### src/design/srcs_pkg.sv
// Shared types and constants for the stick range calibration sequencer.
`default_nettype none
package srcs_pkg;

  localparam int SampleWidth    = 16;
  localparam int NumAxes        = 4;
  localparam int ThreshWidth    = 15;
  localparam int CountWidth     = 16;
  localparam int CfgIndexWidth  = 8;
  localparam int CfgDataWidth   = 16;
  localparam int InDataWidth    = NumAxes * SampleWidth;
  localparam int OutDataWidth   = 2 * NumAxes * SampleWidth;
  localparam int LimitWidth     = SampleWidth + 2;

  localparam int AxThrottle = 0;
  localparam int AxYaw      = 1;
  localparam int AxPitch    = 2;
  localparam int AxRoll     = 3;

  typedef enum logic [2:0] {
    PH_WAIT_LEFT  = 3'd0,
    PH_REC_LEFT   = 3'd1,
    PH_WAIT_RIGHT = 3'd2,
    PH_REC_RIGHT  = 3'd3,
    PH_DONE       = 3'd4
  } phase_e;

  typedef enum logic [CfgIndexWidth-1:0] {
    CFG_START_THRESHOLD = 8'd0,
    CFG_RAW_RANGE_LOW   = 8'd1,
    CFG_RAW_RANGE_HIGH  = 8'd2,
    CFG_RECORD_SAMPLES  = 8'd3
  } cfg_reg_e;

  localparam logic [ThreshWidth-1:0] StartThresholdRst = 15'd500;
  localparam logic [SampleWidth-1:0] RawRangeLowRst    = 16'd5600;
  localparam logic [SampleWidth-1:0] RawRangeHighRst   = 16'd21000;
  localparam logic [CountWidth-1:0]  RecordSamplesRst  = 16'd300;

  localparam logic [SampleWidth-1:0] SampleMax = {1'b0, {(SampleWidth-1){1'b1}}};
  localparam logic [SampleWidth-1:0] SampleMin = {1'b1, {(SampleWidth-1){1'b0}}};

  typedef logic [NumAxes-1:0][SampleWidth-1:0] axes_t;

  typedef struct packed {
    logic [ThreshWidth-1:0] start_threshold;
    logic [SampleWidth-1:0] raw_range_low;
    logic [SampleWidth-1:0] raw_range_high;
    logic [CountWidth-1:0]  record_samples;
  } cfg_t;

  typedef struct packed {
    phase_e phase;
    logic   finished;
    axes_t  lowest;
    axes_t  highest;
  } res_t;

endpackage
`default_nettype wire

### src/design/srcs_cfg_regs.sv
// Configuration register file for the calibration sequencer.
`default_nettype none
module srcs_cfg_regs (
  input  wire                               clk_i,
  input  wire                               rst_ni,
  input  wire                               cfg_valid_i,
  output logic                              cfg_ready_o,
  input  wire [srcs_pkg::CfgIndexWidth-1:0] cfg_index_i,
  input  wire [srcs_pkg::CfgDataWidth-1:0]  cfg_data_i,
  output srcs_pkg::cfg_t                    cfg_o
);
  import srcs_pkg::*;

  cfg_t cfg_q;
  cfg_t cfg_d;

  assign cfg_ready_o = 1'b1;
  assign cfg_o       = cfg_q;

  always_comb begin
    cfg_d = cfg_q;
    if (cfg_valid_i) begin
      unique case (cfg_index_i)
        CFG_START_THRESHOLD: cfg_d.start_threshold = cfg_data_i[ThreshWidth-1:0];
        CFG_RAW_RANGE_LOW:   cfg_d.raw_range_low   = cfg_data_i[SampleWidth-1:0];
        CFG_RAW_RANGE_HIGH:  cfg_d.raw_range_high  = cfg_data_i[SampleWidth-1:0];
        CFG_RECORD_SAMPLES:  cfg_d.record_samples  = cfg_data_i[CountWidth-1:0];
        default: ;
      endcase
    end
  end

  always_ff @(posedge clk_i or negedge rst_ni) begin
    if (!rst_ni) begin
      cfg_q.start_threshold <= StartThresholdRst;
      cfg_q.raw_range_low   <= RawRangeLowRst;
      cfg_q.raw_range_high  <= RawRangeHighRst;
      cfg_q.record_samples  <= RecordSamplesRst;
    end else begin
      cfg_q <= cfg_d;
    end
  end

endmodule
`default_nettype wire

### src/design/srcs_core.sv
// Phase sequencer, record window counter and axis extreme tracking.
`default_nettype none
module srcs_core (
  input  wire                  clk_i,
  input  wire                  rst_ni,
  input  wire                  accept_i,
  input  wire                  restart_i,
  input  wire srcs_pkg::axes_t axes_i,
  input  wire srcs_pkg::cfg_t  cfg_i,
  output srcs_pkg::res_t       res_o
);
  import srcs_pkg::*;

  phase_e                phase_q, phase_d;
  logic [CountWidth-1:0] count_q, count_d;
  axes_t                 low_q, low_d;
  axes_t                 high_q, high_d;

  logic [CountWidth-1:0] count_inc;
  logic [CountWidth-1:0] target;
  logic                  win_done;
  logic signed [LimitWidth-1:0] lo_lim;
  logic signed [LimitWidth-1:0] hi_lim;
  logic signed [LimitWidth-1:0] arm_x;
  logic                  armed;
  logic [NumAxes-1:0]    trk_en;
  logic                  fin;

  assign count_inc = count_q + CountWidth'(1);
  assign target    = (cfg_i.record_samples == '0) ? CountWidth'(1) : cfg_i.record_samples;
  assign win_done  = (count_inc >= target);

  assign lo_lim = $signed({{2{cfg_i.raw_range_low[SampleWidth-1]}}, cfg_i.raw_range_low})
                + $signed({{(LimitWidth-ThreshWidth){1'b0}}, cfg_i.start_threshold});
  assign hi_lim = $signed({{2{cfg_i.raw_range_high[SampleWidth-1]}}, cfg_i.raw_range_high})
                - $signed({{(LimitWidth-ThreshWidth){1'b0}}, cfg_i.start_threshold});

  always_comb begin
    if (phase_q == PH_WAIT_RIGHT) begin
      arm_x = $signed({{2{axes_i[AxPitch][SampleWidth-1]}}, axes_i[AxPitch]});
    end else begin
      arm_x = $signed({{2{axes_i[AxThrottle][SampleWidth-1]}}, axes_i[AxThrottle]});
    end
  end

  assign armed = (arm_x < lo_lim) || (arm_x > hi_lim);

  always_comb begin
    phase_d = phase_q;
    count_d = count_q;
    fin     = 1'b0;
    trk_en  = '0;
    if (restart_i) begin
      phase_d = PH_WAIT_LEFT;
      count_d = '0;
    end else begin
      unique case (phase_q)
        PH_WAIT_LEFT: begin
          if (armed) begin
            phase_d = PH_REC_LEFT;
            count_d = '0;
          end
        end
        PH_REC_LEFT: begin
          trk_en[AxThrottle] = 1'b1;
          trk_en[AxYaw]      = 1'b1;
          if (win_done) begin
            phase_d = PH_WAIT_RIGHT;
            count_d = '0;
          end else begin
            count_d = count_inc;
          end
        end
        PH_WAIT_RIGHT: begin
          if (armed) begin
            phase_d = PH_REC_RIGHT;
            count_d = '0;
          end
        end
        PH_REC_RIGHT: begin
          trk_en[AxPitch] = 1'b1;
          trk_en[AxRoll]  = 1'b1;
          if (win_done) begin
            phase_d = PH_DONE;
            count_d = '0;
            fin     = 1'b1;
          end else begin
            count_d = count_inc;
          end
        end
        default: phase_d = PH_DONE;
      endcase
    end
  end

  always_comb begin
    low_d  = low_q;
    high_d = high_q;
    for (int i = 0; i < NumAxes; i++) begin
      if (restart_i) begin
        low_d[i]  = SampleMax;
        high_d[i] = SampleMin;
      end else if (trk_en[i]) begin
        if ($signed(axes_i[i]) < $signed(low_q[i]))  low_d[i]  = axes_i[i];
        if ($signed(axes_i[i]) > $signed(high_q[i])) high_d[i] = axes_i[i];
      end
    end
  end

  assign res_o.phase    = phase_d;
  assign res_o.finished = fin;
  assign res_o.lowest   = low_d;
  assign res_o.highest  = high_d;

  always_ff @(posedge clk_i or negedge rst_ni) begin
    if (!rst_ni) begin
      phase_q <= PH_WAIT_LEFT;
      count_q <= '0;
      for (int i = 0; i < NumAxes; i++) begin
        low_q[i]  <= SampleMax;
        high_q[i] <= SampleMin;
      end
    end else if (accept_i) begin
      phase_q <= phase_d;
      count_q <= count_d;
      low_q   <= low_d;
      high_q  <= high_d;
    end
  end

endmodule
`default_nettype wire

### src/design/srcs_out_reg.sv
// Result register that decouples the sample side from the result side.
`default_nettype none
module srcs_out_reg (
  input  wire                  clk_i,
  input  wire                  rst_ni,
  input  wire                  load_i,
  input  wire srcs_pkg::res_t  res_i,
  output logic                 can_load_o,
  output logic                 valid_o,
  input  wire                  ready_i,
  output srcs_pkg::res_t       res_o
);
  import srcs_pkg::*;

  logic valid_q, valid_d;
  res_t res_q;

  assign can_load_o = !valid_q || ready_i;
  assign valid_d    = load_i || (valid_q && !ready_i);
  assign valid_o    = valid_q;
  assign res_o      = res_q;

  always_ff @(posedge clk_i or negedge rst_ni) begin
    if (!rst_ni) begin
      valid_q <= 1'b0;
    end else begin
      valid_q <= valid_d;
    end
  end

  always_ff @(posedge clk_i) begin
    if (load_i) begin
      res_q <= res_i;
    end
  end

endmodule
`default_nettype wire

### src/design/stick_range_calibration_sequencer_top.sv
// Top level of the stick range calibration sequencer.
// Takes one four-axis stick sample per transfer and returns one result per
// sample: the calibration phase, a finished flag and the recorded extremes of
// all four axes. A sample is processed by compare logic between the sequencer
// state and the result register, so one sample per clock is sustained while
// results are taken; the result register takes a new result in the same
// cycle the previous one is taken downstream, and input stalls only while a
// result waits with m_axis_tready low. Registers are written through the
// configuration channel, which is always ready.
`default_nettype none
module stick_range_calibration_sequencer_top (
  input  wire                                clk_i,
  input  wire                                rst_ni,
  input  wire                                s_axis_tvalid,
  output logic                               s_axis_tready,
  // throttle_raw, yaw_raw, pitch_raw, roll_raw
  input  wire [srcs_pkg::InDataWidth-1:0]    s_axis_tdata,
  // restart
  input  wire                                s_axis_tuser,
  output logic                               m_axis_tvalid,
  input  wire                                m_axis_tready,
  // throttle_lowest, throttle_highest, yaw_lowest, yaw_highest,
  // pitch_lowest, pitch_highest, roll_lowest, roll_highest
  output logic [srcs_pkg::OutDataWidth-1:0]  m_axis_tdata,
  // phase
  output logic [2:0]                         m_axis_tuser,
  // finished
  output logic                               m_axis_tlast,
  input  wire                                cfg_valid,
  output logic                               cfg_ready,
  input  wire [srcs_pkg::CfgIndexWidth-1:0]  cfg_index,
  input  wire [srcs_pkg::CfgDataWidth-1:0]   cfg_data
);
  import srcs_pkg::*;

  cfg_t  cfg;
  axes_t axes;
  res_t  core_res;
  res_t  out_res;
  logic  can_load;
  logic  accept;

  assign s_axis_tready = can_load;
  assign accept        = s_axis_tvalid && can_load;

  for (genvar i = 0; i < NumAxes; i++) begin : g_axes
    assign axes[i] = s_axis_tdata[i*SampleWidth +: SampleWidth];
    assign m_axis_tdata[2*i*SampleWidth +: SampleWidth]     = out_res.lowest[i];
    assign m_axis_tdata[(2*i+1)*SampleWidth +: SampleWidth] = out_res.highest[i];
  end

  assign m_axis_tuser = out_res.phase;
  assign m_axis_tlast = out_res.finished;

  srcs_cfg_regs u_cfg (
    .clk_i       (clk_i),
    .rst_ni      (rst_ni),
    .cfg_valid_i (cfg_valid),
    .cfg_ready_o (cfg_ready),
    .cfg_index_i (cfg_index),
    .cfg_data_i  (cfg_data),
    .cfg_o       (cfg)
  );

  srcs_core u_core (
    .clk_i     (clk_i),
    .rst_ni    (rst_ni),
    .accept_i  (accept),
    .restart_i (s_axis_tuser),
    .axes_i    (axes),
    .cfg_i     (cfg),
    .res_o     (core_res)
  );

  srcs_out_reg u_out (
    .clk_i      (clk_i),
    .rst_ni     (rst_ni),
    .load_i     (accept),
    .res_i      (core_res),
    .can_load_o (can_load),
    .valid_o    (m_axis_tvalid),
    .ready_i    (m_axis_tready),
    .res_o      (out_res)
  );

endmodule
`default_nettype wire
### config.mk
export PLATFORM = sky130hd
export DESIGN_NAME = stick_range_calibration_sequencer_top
export DESIGN_NICKNAME = d
export VERILOG_FILES = /design/src/design/srcs_pkg.sv /design/src/design/srcs_cfg_regs.sv /design/src/design/srcs_core.sv /design/src/design/srcs_out_reg.sv /design/src/design/stick_range_calibration_sequencer_top.sv
export SDC_FILE = /design/constraint.sdc
export NUM_CORES = 1
export LEC_CHECK = 0
export BUFFER_PORTS_ARGS = -buffer_cell sky130_fd_sc_hd__buf_2
export CAP_MARGIN = 40
export CORE_MARGIN = 10
export CORE_UTILIZATION = 55
export CTS_CLUSTER_DIAMETER = 200
export DETAILED_ROUTE_END_ITERATION = 8
export PLACE_DENSITY_LB_ADDON = 0.15
export RECOVER_POWER = 100
export SLEW_MARGIN = 10
export SYNTH_ARGS = -nofsm -noshare
export SYNTH_HDL_FRONTEND = slang
export SYNTH_SLANG_ARGS = --single-unit
export TNS_END_PERCENT = 100
### constraint.sdc
create_clock -name clk_i -period 12.9 [get_ports clk_i]
set_input_delay 1.935 -clock clk_i [delete_from_list [all_inputs] [get_ports clk_i]]
set_output_delay 1.935 -clock clk_i [all_outputs]
set_load 0.05 [all_outputs]
### Word-level counts from Yosys, hierarchy flattened

Index checks and enable logic that the tools add are counted.

| operators by class | value |
|---|---|
| equality and inequality tests | 7 |
| div/mod/pow operators | 0 |
| $add $sub $neg | 3 |
| reduce and logical (&&, ||, !) cells | 19 |
| magnitude comparators | 11 |
| shifts and indexed selects | 0 |
| bitwise gates (word level) | 1 |
| mux-type cells | 40 |
| $mul | 0 |

Operators with widths:

| cell | count |
|---|---|
| $mux 16 | 28 |
| $gt 16x16->1 | 4 |
| $lt 16x16->1 | 4 |
| $pmux 16 s2 | 1 |
| $gt 18x18->1 | 1 |
| $lt 18x18->1 | 1 |
| $mux 18 | 1 |
| $add 16x16->17 | 1 |
| $sub 16x16->17 | 1 |
| $add 16x1->16 const B | 1 |
| $eq 8x2->1 const B | 2 |
| $ge 16x16->1 | 1 |
| $logic_not 16->1 | 1 |
| $mux 3 | 5 |
| $pmux 3 s4 | 1 |
| $eq 8x1->1 const B | 1 |
| $logic_not 8->1 | 1 |
| $reduce_and 2->1 | 4 |
| $eq 3x2->1 const B | 2 |
| $reduce_or 2->1 | 3 |
| $mux 2 | 2 |
| $mux 4 | 1 |
| $eq 3x1->1 const B | 1 |
| $logic_not 3->1 | 1 |
| other kinds (8) | 12 |

| storage, ports and cells | value |
|---|---|
| register bits after elaboration | 343 |
| word-level logic and storage cells | 106 |
| memories | 0 |
| latch bits | 0 |
| output and inout port bits | 135 |
| memory bits (read-only) | 0 |
| input port bits | 94 |
| memory bits (writable) | 0 |

### Logic depth before layout (Yosys ltp)

| logic depth | value |
|---|---|
| word-level depth | 7 |
| mapped depth | 22 |
| gate-level depth less buffers | 21 |

### Hierarchy

Synthesis repeated with hierarchy kept, for this count alone.

| unflattened totals | value |
|---|---|
| cell total of the unflattened synthesis | 2,048 |
| area, all modules | 21,269.1 sq um |

Modules (own cells, without submodules):

| module | times used | area each (sq um) | cells an instance | seq. area each (sq um) |
|---|---|---|---|---|
| srcs_core | 1 | 14,795.4 | 1,773 | 3,758.6 |
| srcs_out_reg | 1 | 4,011.3 | 135 | 3,988.8 |
| srcs_cfg_regs | 1 | 2,456.1 | 139 | 1,601.5 |
| stick_range_calibration_sequencer_top | 1 | 6.3 | 1 | 0.0 |

### Worst setup path after synthesis

No wires, ideal clock.

| path | value |
|---|---|
| kind | in2reg |
| start | input port m_axis_tready |
| end | register u_core.phase_q[2] |
| setup time | 88 ps |
| required time | 12,812 ps |
| path slack | 5,472 ps |
| data arrival time | 7,340 ps |
| buffers on the path | 2 |
| stages on the path | 6 |
| path through | nand2b_1 nand2_1 inv_1 clkbuf_1 clkbuf_1 a22o_1 |

| on the way | value |
|---|---|
| longest elaborated chain between the ends | 2 |

RTL lines:

| element | RTL line | source |
|---|---|---|
| from (decl) | stick_range_calibration_sequencer_top.sv:21 | `input wire m_axis_tready,` |
| $logic_or 1x1->1 | srcs_out_reg.sv:18 | `assign can_load_o = !valid_q \|\| ready_i;` |
| $logic_and 1x1->1 | stick_range_calibration_sequencer_top.sv:44 | `assign accept = s_axis_tvalid && can_load;` |
| via accept | stick_range_calibration_sequencer_top.sv:41 | `logic accept;` |
| to (signal assigned) | srcs_core.sv:124 | `phase_q <= phase_d;` |
| to (decl) | srcs_core.sv:14 | `phase_e phase_q, phase_d;` |

The timed path passes the listed nets, and every way through them passes these cells.
A chain may end at the register's enable or synchronous reset.

### Final worst setup path

| path | value |
|---|---|
| start | input port m_axis_tready |
| end | register u_core.low_q[52] (netlist name) |

| on the way | value |
|---|---|
| longest elaborated chain between the ends | 2 |

RTL lines:

| element | RTL line | source |
|---|---|---|
| $logic_or 1x1->1 | srcs_out_reg.sv:18 |  |
| $logic_and 1x1->1 | stick_range_calibration_sequencer_top.sv:44 |  |
| to (signal, indexed assignment) | srcs_core.sv:120 | `low_q[i] <= SampleMax;` |
| to (signal assigned) | srcs_core.sv:126 | `low_q <= low_d;` |
| to (decl) | srcs_core.sv:16 | `axes_t low_q, low_d;` |

No other way between the ends.

==> metrics.md <==
| Metric | Value |
|---|---|
| Switching Share | `0.339` |
| Total CTS buffers | `39` |
| Hold Crit Depth | `2` |
| Count of different cell masters after synthesis | `73` |
| #FFs+latches synth | `343` |
| Setup repair after global routing missed its margin | `no` |
| WL final | `52200 microns` |
| Share of cells above drive strength 1 | `0.149` |
| Max_slew headroom | `-1.72` |
| I/O pin count | `229` |
| Row count | `69` |
| Area post-placement | `21700 sq um` |
| Initial antenna violation count | `5` |
| Largest net degree at the start of global routing | `98` |
| Syn Nets | `2157` |
| Initial Util | `0.561` |
| Critical path capture point type | `flop` |
| Core ar. | `35700 sq um` |
| Clk sinks | `343` |
| Pwr Density | `165 nW/um^2` |
| Failing checks | `max-capacitance violations, max-slew violations` |
| Share of power burned in registers | `0.393` |
| CP most frequent cell | `clkbuf_1` |
| Worst Path Required | `13370 ps` |
| Hold_buf cts | `0` |
| Final nets | `2371` |
| Tot GR Track Use | `0.231` |
| Outcome | `finished with violations` |
| Initial DRC Count | `673` |
| Synthesized area | `20100 sq um` |
| CP max stage delay | `2430 ps` |
| Critical Path Source Type | `primary input` |
| Slew Limit Fails | `471` |
| Final Hold Vio Count | `0` |
| Final setup viols | `0` |
| Gpl congestion | `0.854` |
| Setup TNS | `0 ps` |
| Worst Hold Class | `flop to flop` |
| Crit path buf inv count | `5` |
| Cells after synthesis | `1857` |
| Via Count | `15194` |
| Post-DP HPWL | `38100 microns` |
| EDFF count, synth | `132` |
| CP cell instances | `buf_2 -> nand2b_1 -> nand2_2 -> clkbuf_1 -> clkinvlp_2 -> buf_16 -> clkbuf_1 -> nand2_1 -> o22a_1` |
| Clock tree buffer depth | `3` |
| Global-route wire length before repair | `82800 microns` |
| Internal power of the cells | `2.47 mW` |
| Number of max-cap violations | `9` |
| Primary FF master, synth | `edfxtp_1` |
| Post-CTS sizing | `0` |
| P_sw | `1.27 mW` |
| Area delta synth->final | `12.9%` |
| Die area | `44500 sq um` |
| Part of the power in combinational logic | `0.306` |
| Peak VDD IR | `0.149 mV` |
| Share of the synthesized area in the top cell type | `0.198` |
| Critical path depth | `9` |
| Reg2reg path depth | `8` |
| Critical Path AT | `8130 ps` |
| Fmax | `131 MHz` |
| Slowest-stage cell, CP | `clkbuf_1` |
| Dominant cells by area after synthesis | `edfxtp_1 20%, dfrtp_1 16%, ha_1 13%` |
| Tightest Pin Transition | `4080 ps` |
| Vias in the first global route | `15568` |
| Clock tree root driver cell | `clkbuf_16` |
| Port Buffers | `227` |
| Post-route DRC | `0` |
| Top Family by Delay on Critical Path | `buffers and inverters` |
| Period Utilization, post-route | `0.594` |
| H-tree levels | `2` |
| Vias per inst | `5.93` |
| Count leader, synth | `ha_1` |
| Final Util | `0.634` |
| Fin crit period | `7660 ps` |
| Post-CTS Setup Inserts | `0` |
| Leakage | `10.4 nW` |
| CTS tree | `done` |
| Fraction of registers with async set/reset | `0.615` |
| Worst skew pair latency | `550 ps` |
| Design Area, Final | `22700 sq um` |
| Synth area leader | `edfxtp_1` |
| Top cells by count, synth | `204 x ha_1, 175 x inv_1, 132 x edfxtp_1` |
| Chip Width | `211 microns` |
| Die height | `211 microns` |
| Clock transition at path regs | `60 ps` |
| Register area share after synthesis | `0.466` |
| Mean routed wirelength per cell | `20.4 microns` |
| WS Path Type | `primary input to flop` |
| Drt first pass iters | `5` |
| Grt total ovfl | `0` |
| Antenna Nets Post-Route | `0` |
| Clock Skews | `24.4 ps` |
| Clock power frac | `0.301` |
| YS warnings | `0` |
| Mean Syn Cell Area | `10.8 sq um` |
| Crit-path max FO | `97` |
==> worst min-delay path: cells and delay by family (launching register included) <==
| family | cells | cell delay, ps |
|---|---|---|
| flops | 1 | 340 |
| simple gates | 2 | 100 |
==> flip-flops by register name, indices dropped and copies added (netlist names) <==
register        count
u_core.count_q     16
u_core.phase_q      3
u_core.high_q      64
u_cfg.cfg_o        63
u_core.low_q       64
u_out.valid_o       1
u_out.res_o       132
==> routing by layer <==
metal	global-route usage	up-vias	wire length (microns)
li1	-	7241	-
met1	0.269	7465	21000
met2	0.412	379	26400
met3	0.0463	101	3080
met4	0.0912	8	1720
met5	0	-	55
==> final cells by class <==
| type | instances | area, sq um |
|---|---|---|
| Fill cell | 3020 | 13100 |
| Sequential cell | 343 | 9350 |
| Inverter | 176 | 662 |
| Tap cell | 461 | 577 |
| Antenna cell | 1 | 2.50 |
| Clock buffer | 56 | 1090 |
| Multi-Input combinational cell | 1261 | 9660 |
| Timing Repair Buffer | 250 | 1120 |
| Clock inverter | 14 | 183 |
==> power groups by stage <==
stage / clock network [mW] / registers, mW / logic [mW]
final: 1.12 / 1.47 / 1.14
after floorplan: 0 / 1.59 / 0.742
after detailed placement: 0 / 1.48 / 1.16
after global placement: 0 / 1.47 / 1.12
after global routing: 1.19 / 1.49 / 1.28
after CTS: 1.14 / 1.46 / 1.17
==> layout by cell type (no fill, tap or decap), drive strengths merged, types with 10 or more instances in the layout <==
master / synthesis / layout
a211oi: 10 / 10
a21o: 44 / 44
a21oi: 58 / 58
a221o: 19 / 19
a22o: 43 / 43
a311oi: 15 / 15
a31oi: 18 / 18
and3: 12 / 12
buf: 27 / 97
clkbuf: 50 / 209
dfrtp: 127 / 127
dfstp: 84 / 84
edfxtp: 132 / 132
ha: 204 / 204
inv: 175 / 178
mux2: 65 / 65
mux2i: 77 / 77
nand2: 127 / 127
nand2b: 36 / 36
nand3: 24 / 24
nand4: 24 / 24
nor2: 133 / 133
nor2b: 12 / 12
nor3: 39 / 39
nor4: 21 / 21
o211ai: 46 / 46
o21a: 18 / 18
o21ai: 51 / 51
o22a: 43 / 43
xnor2: 21 / 21
xor2: 21 / 21
==> metrics by stage <==
stage               setup slack, ps  hold slack (ps)  instances  total power, mW
finish                         5240              473       2562             3.74
global route                   4190              509       2562             3.95
CTS                            7980              475       2560             3.77
detailed placement             7850              461       2490             2.64
global placement               7770              454       2483             2.60
floorplan                      5470              438       1857             2.33
==> path summary, 6_finish.rpt <==
path	slack, ps	end	start
worst max-delay path	5240	u_core.low_q[52]$_DFFE_PN1P_	m_axis_tready
worst min-delay path	470	u_core.count_q[11]$_DFFE_PN0P_	u_core.count_q[11]$_DFFE_PN0P_
worst max register to register	6340	u_core.low_q[52]$_DFFE_PN1P_	u_out.valid_o$_DFF_PN0_
worst min register to register	470	u_core.count_q[11]$_DFFE_PN0P_	u_core.count_q[11]$_DFFE_PN0P_
max in group asynchronous	5380	u_core.high_q[14]$_DFFE_PN0P_	rst_ni
min in group asynchronous	2810	u_core.high_q[56]$_DFFE_PN0P_	rst_ni
==> logic make-up (layout without fill, tap and decap cells) <==
group                      count (synthesis)  in the layout  share of synthesized area
AOI/OAI and AO/OA                        418            418                      0.154
xor gates and xnor gates                  42             42                     0.0183
adders and majority gates                206            206                      0.129
buffers and inverters                    253            496                     0.0497
DFF                                      343            343                      0.466
muxes                                    142            142                     0.0749
other                                      1              2                   0.000187
and+or+nand+nor                          452            452                      0.108
(Power assumes the default switching activity.)
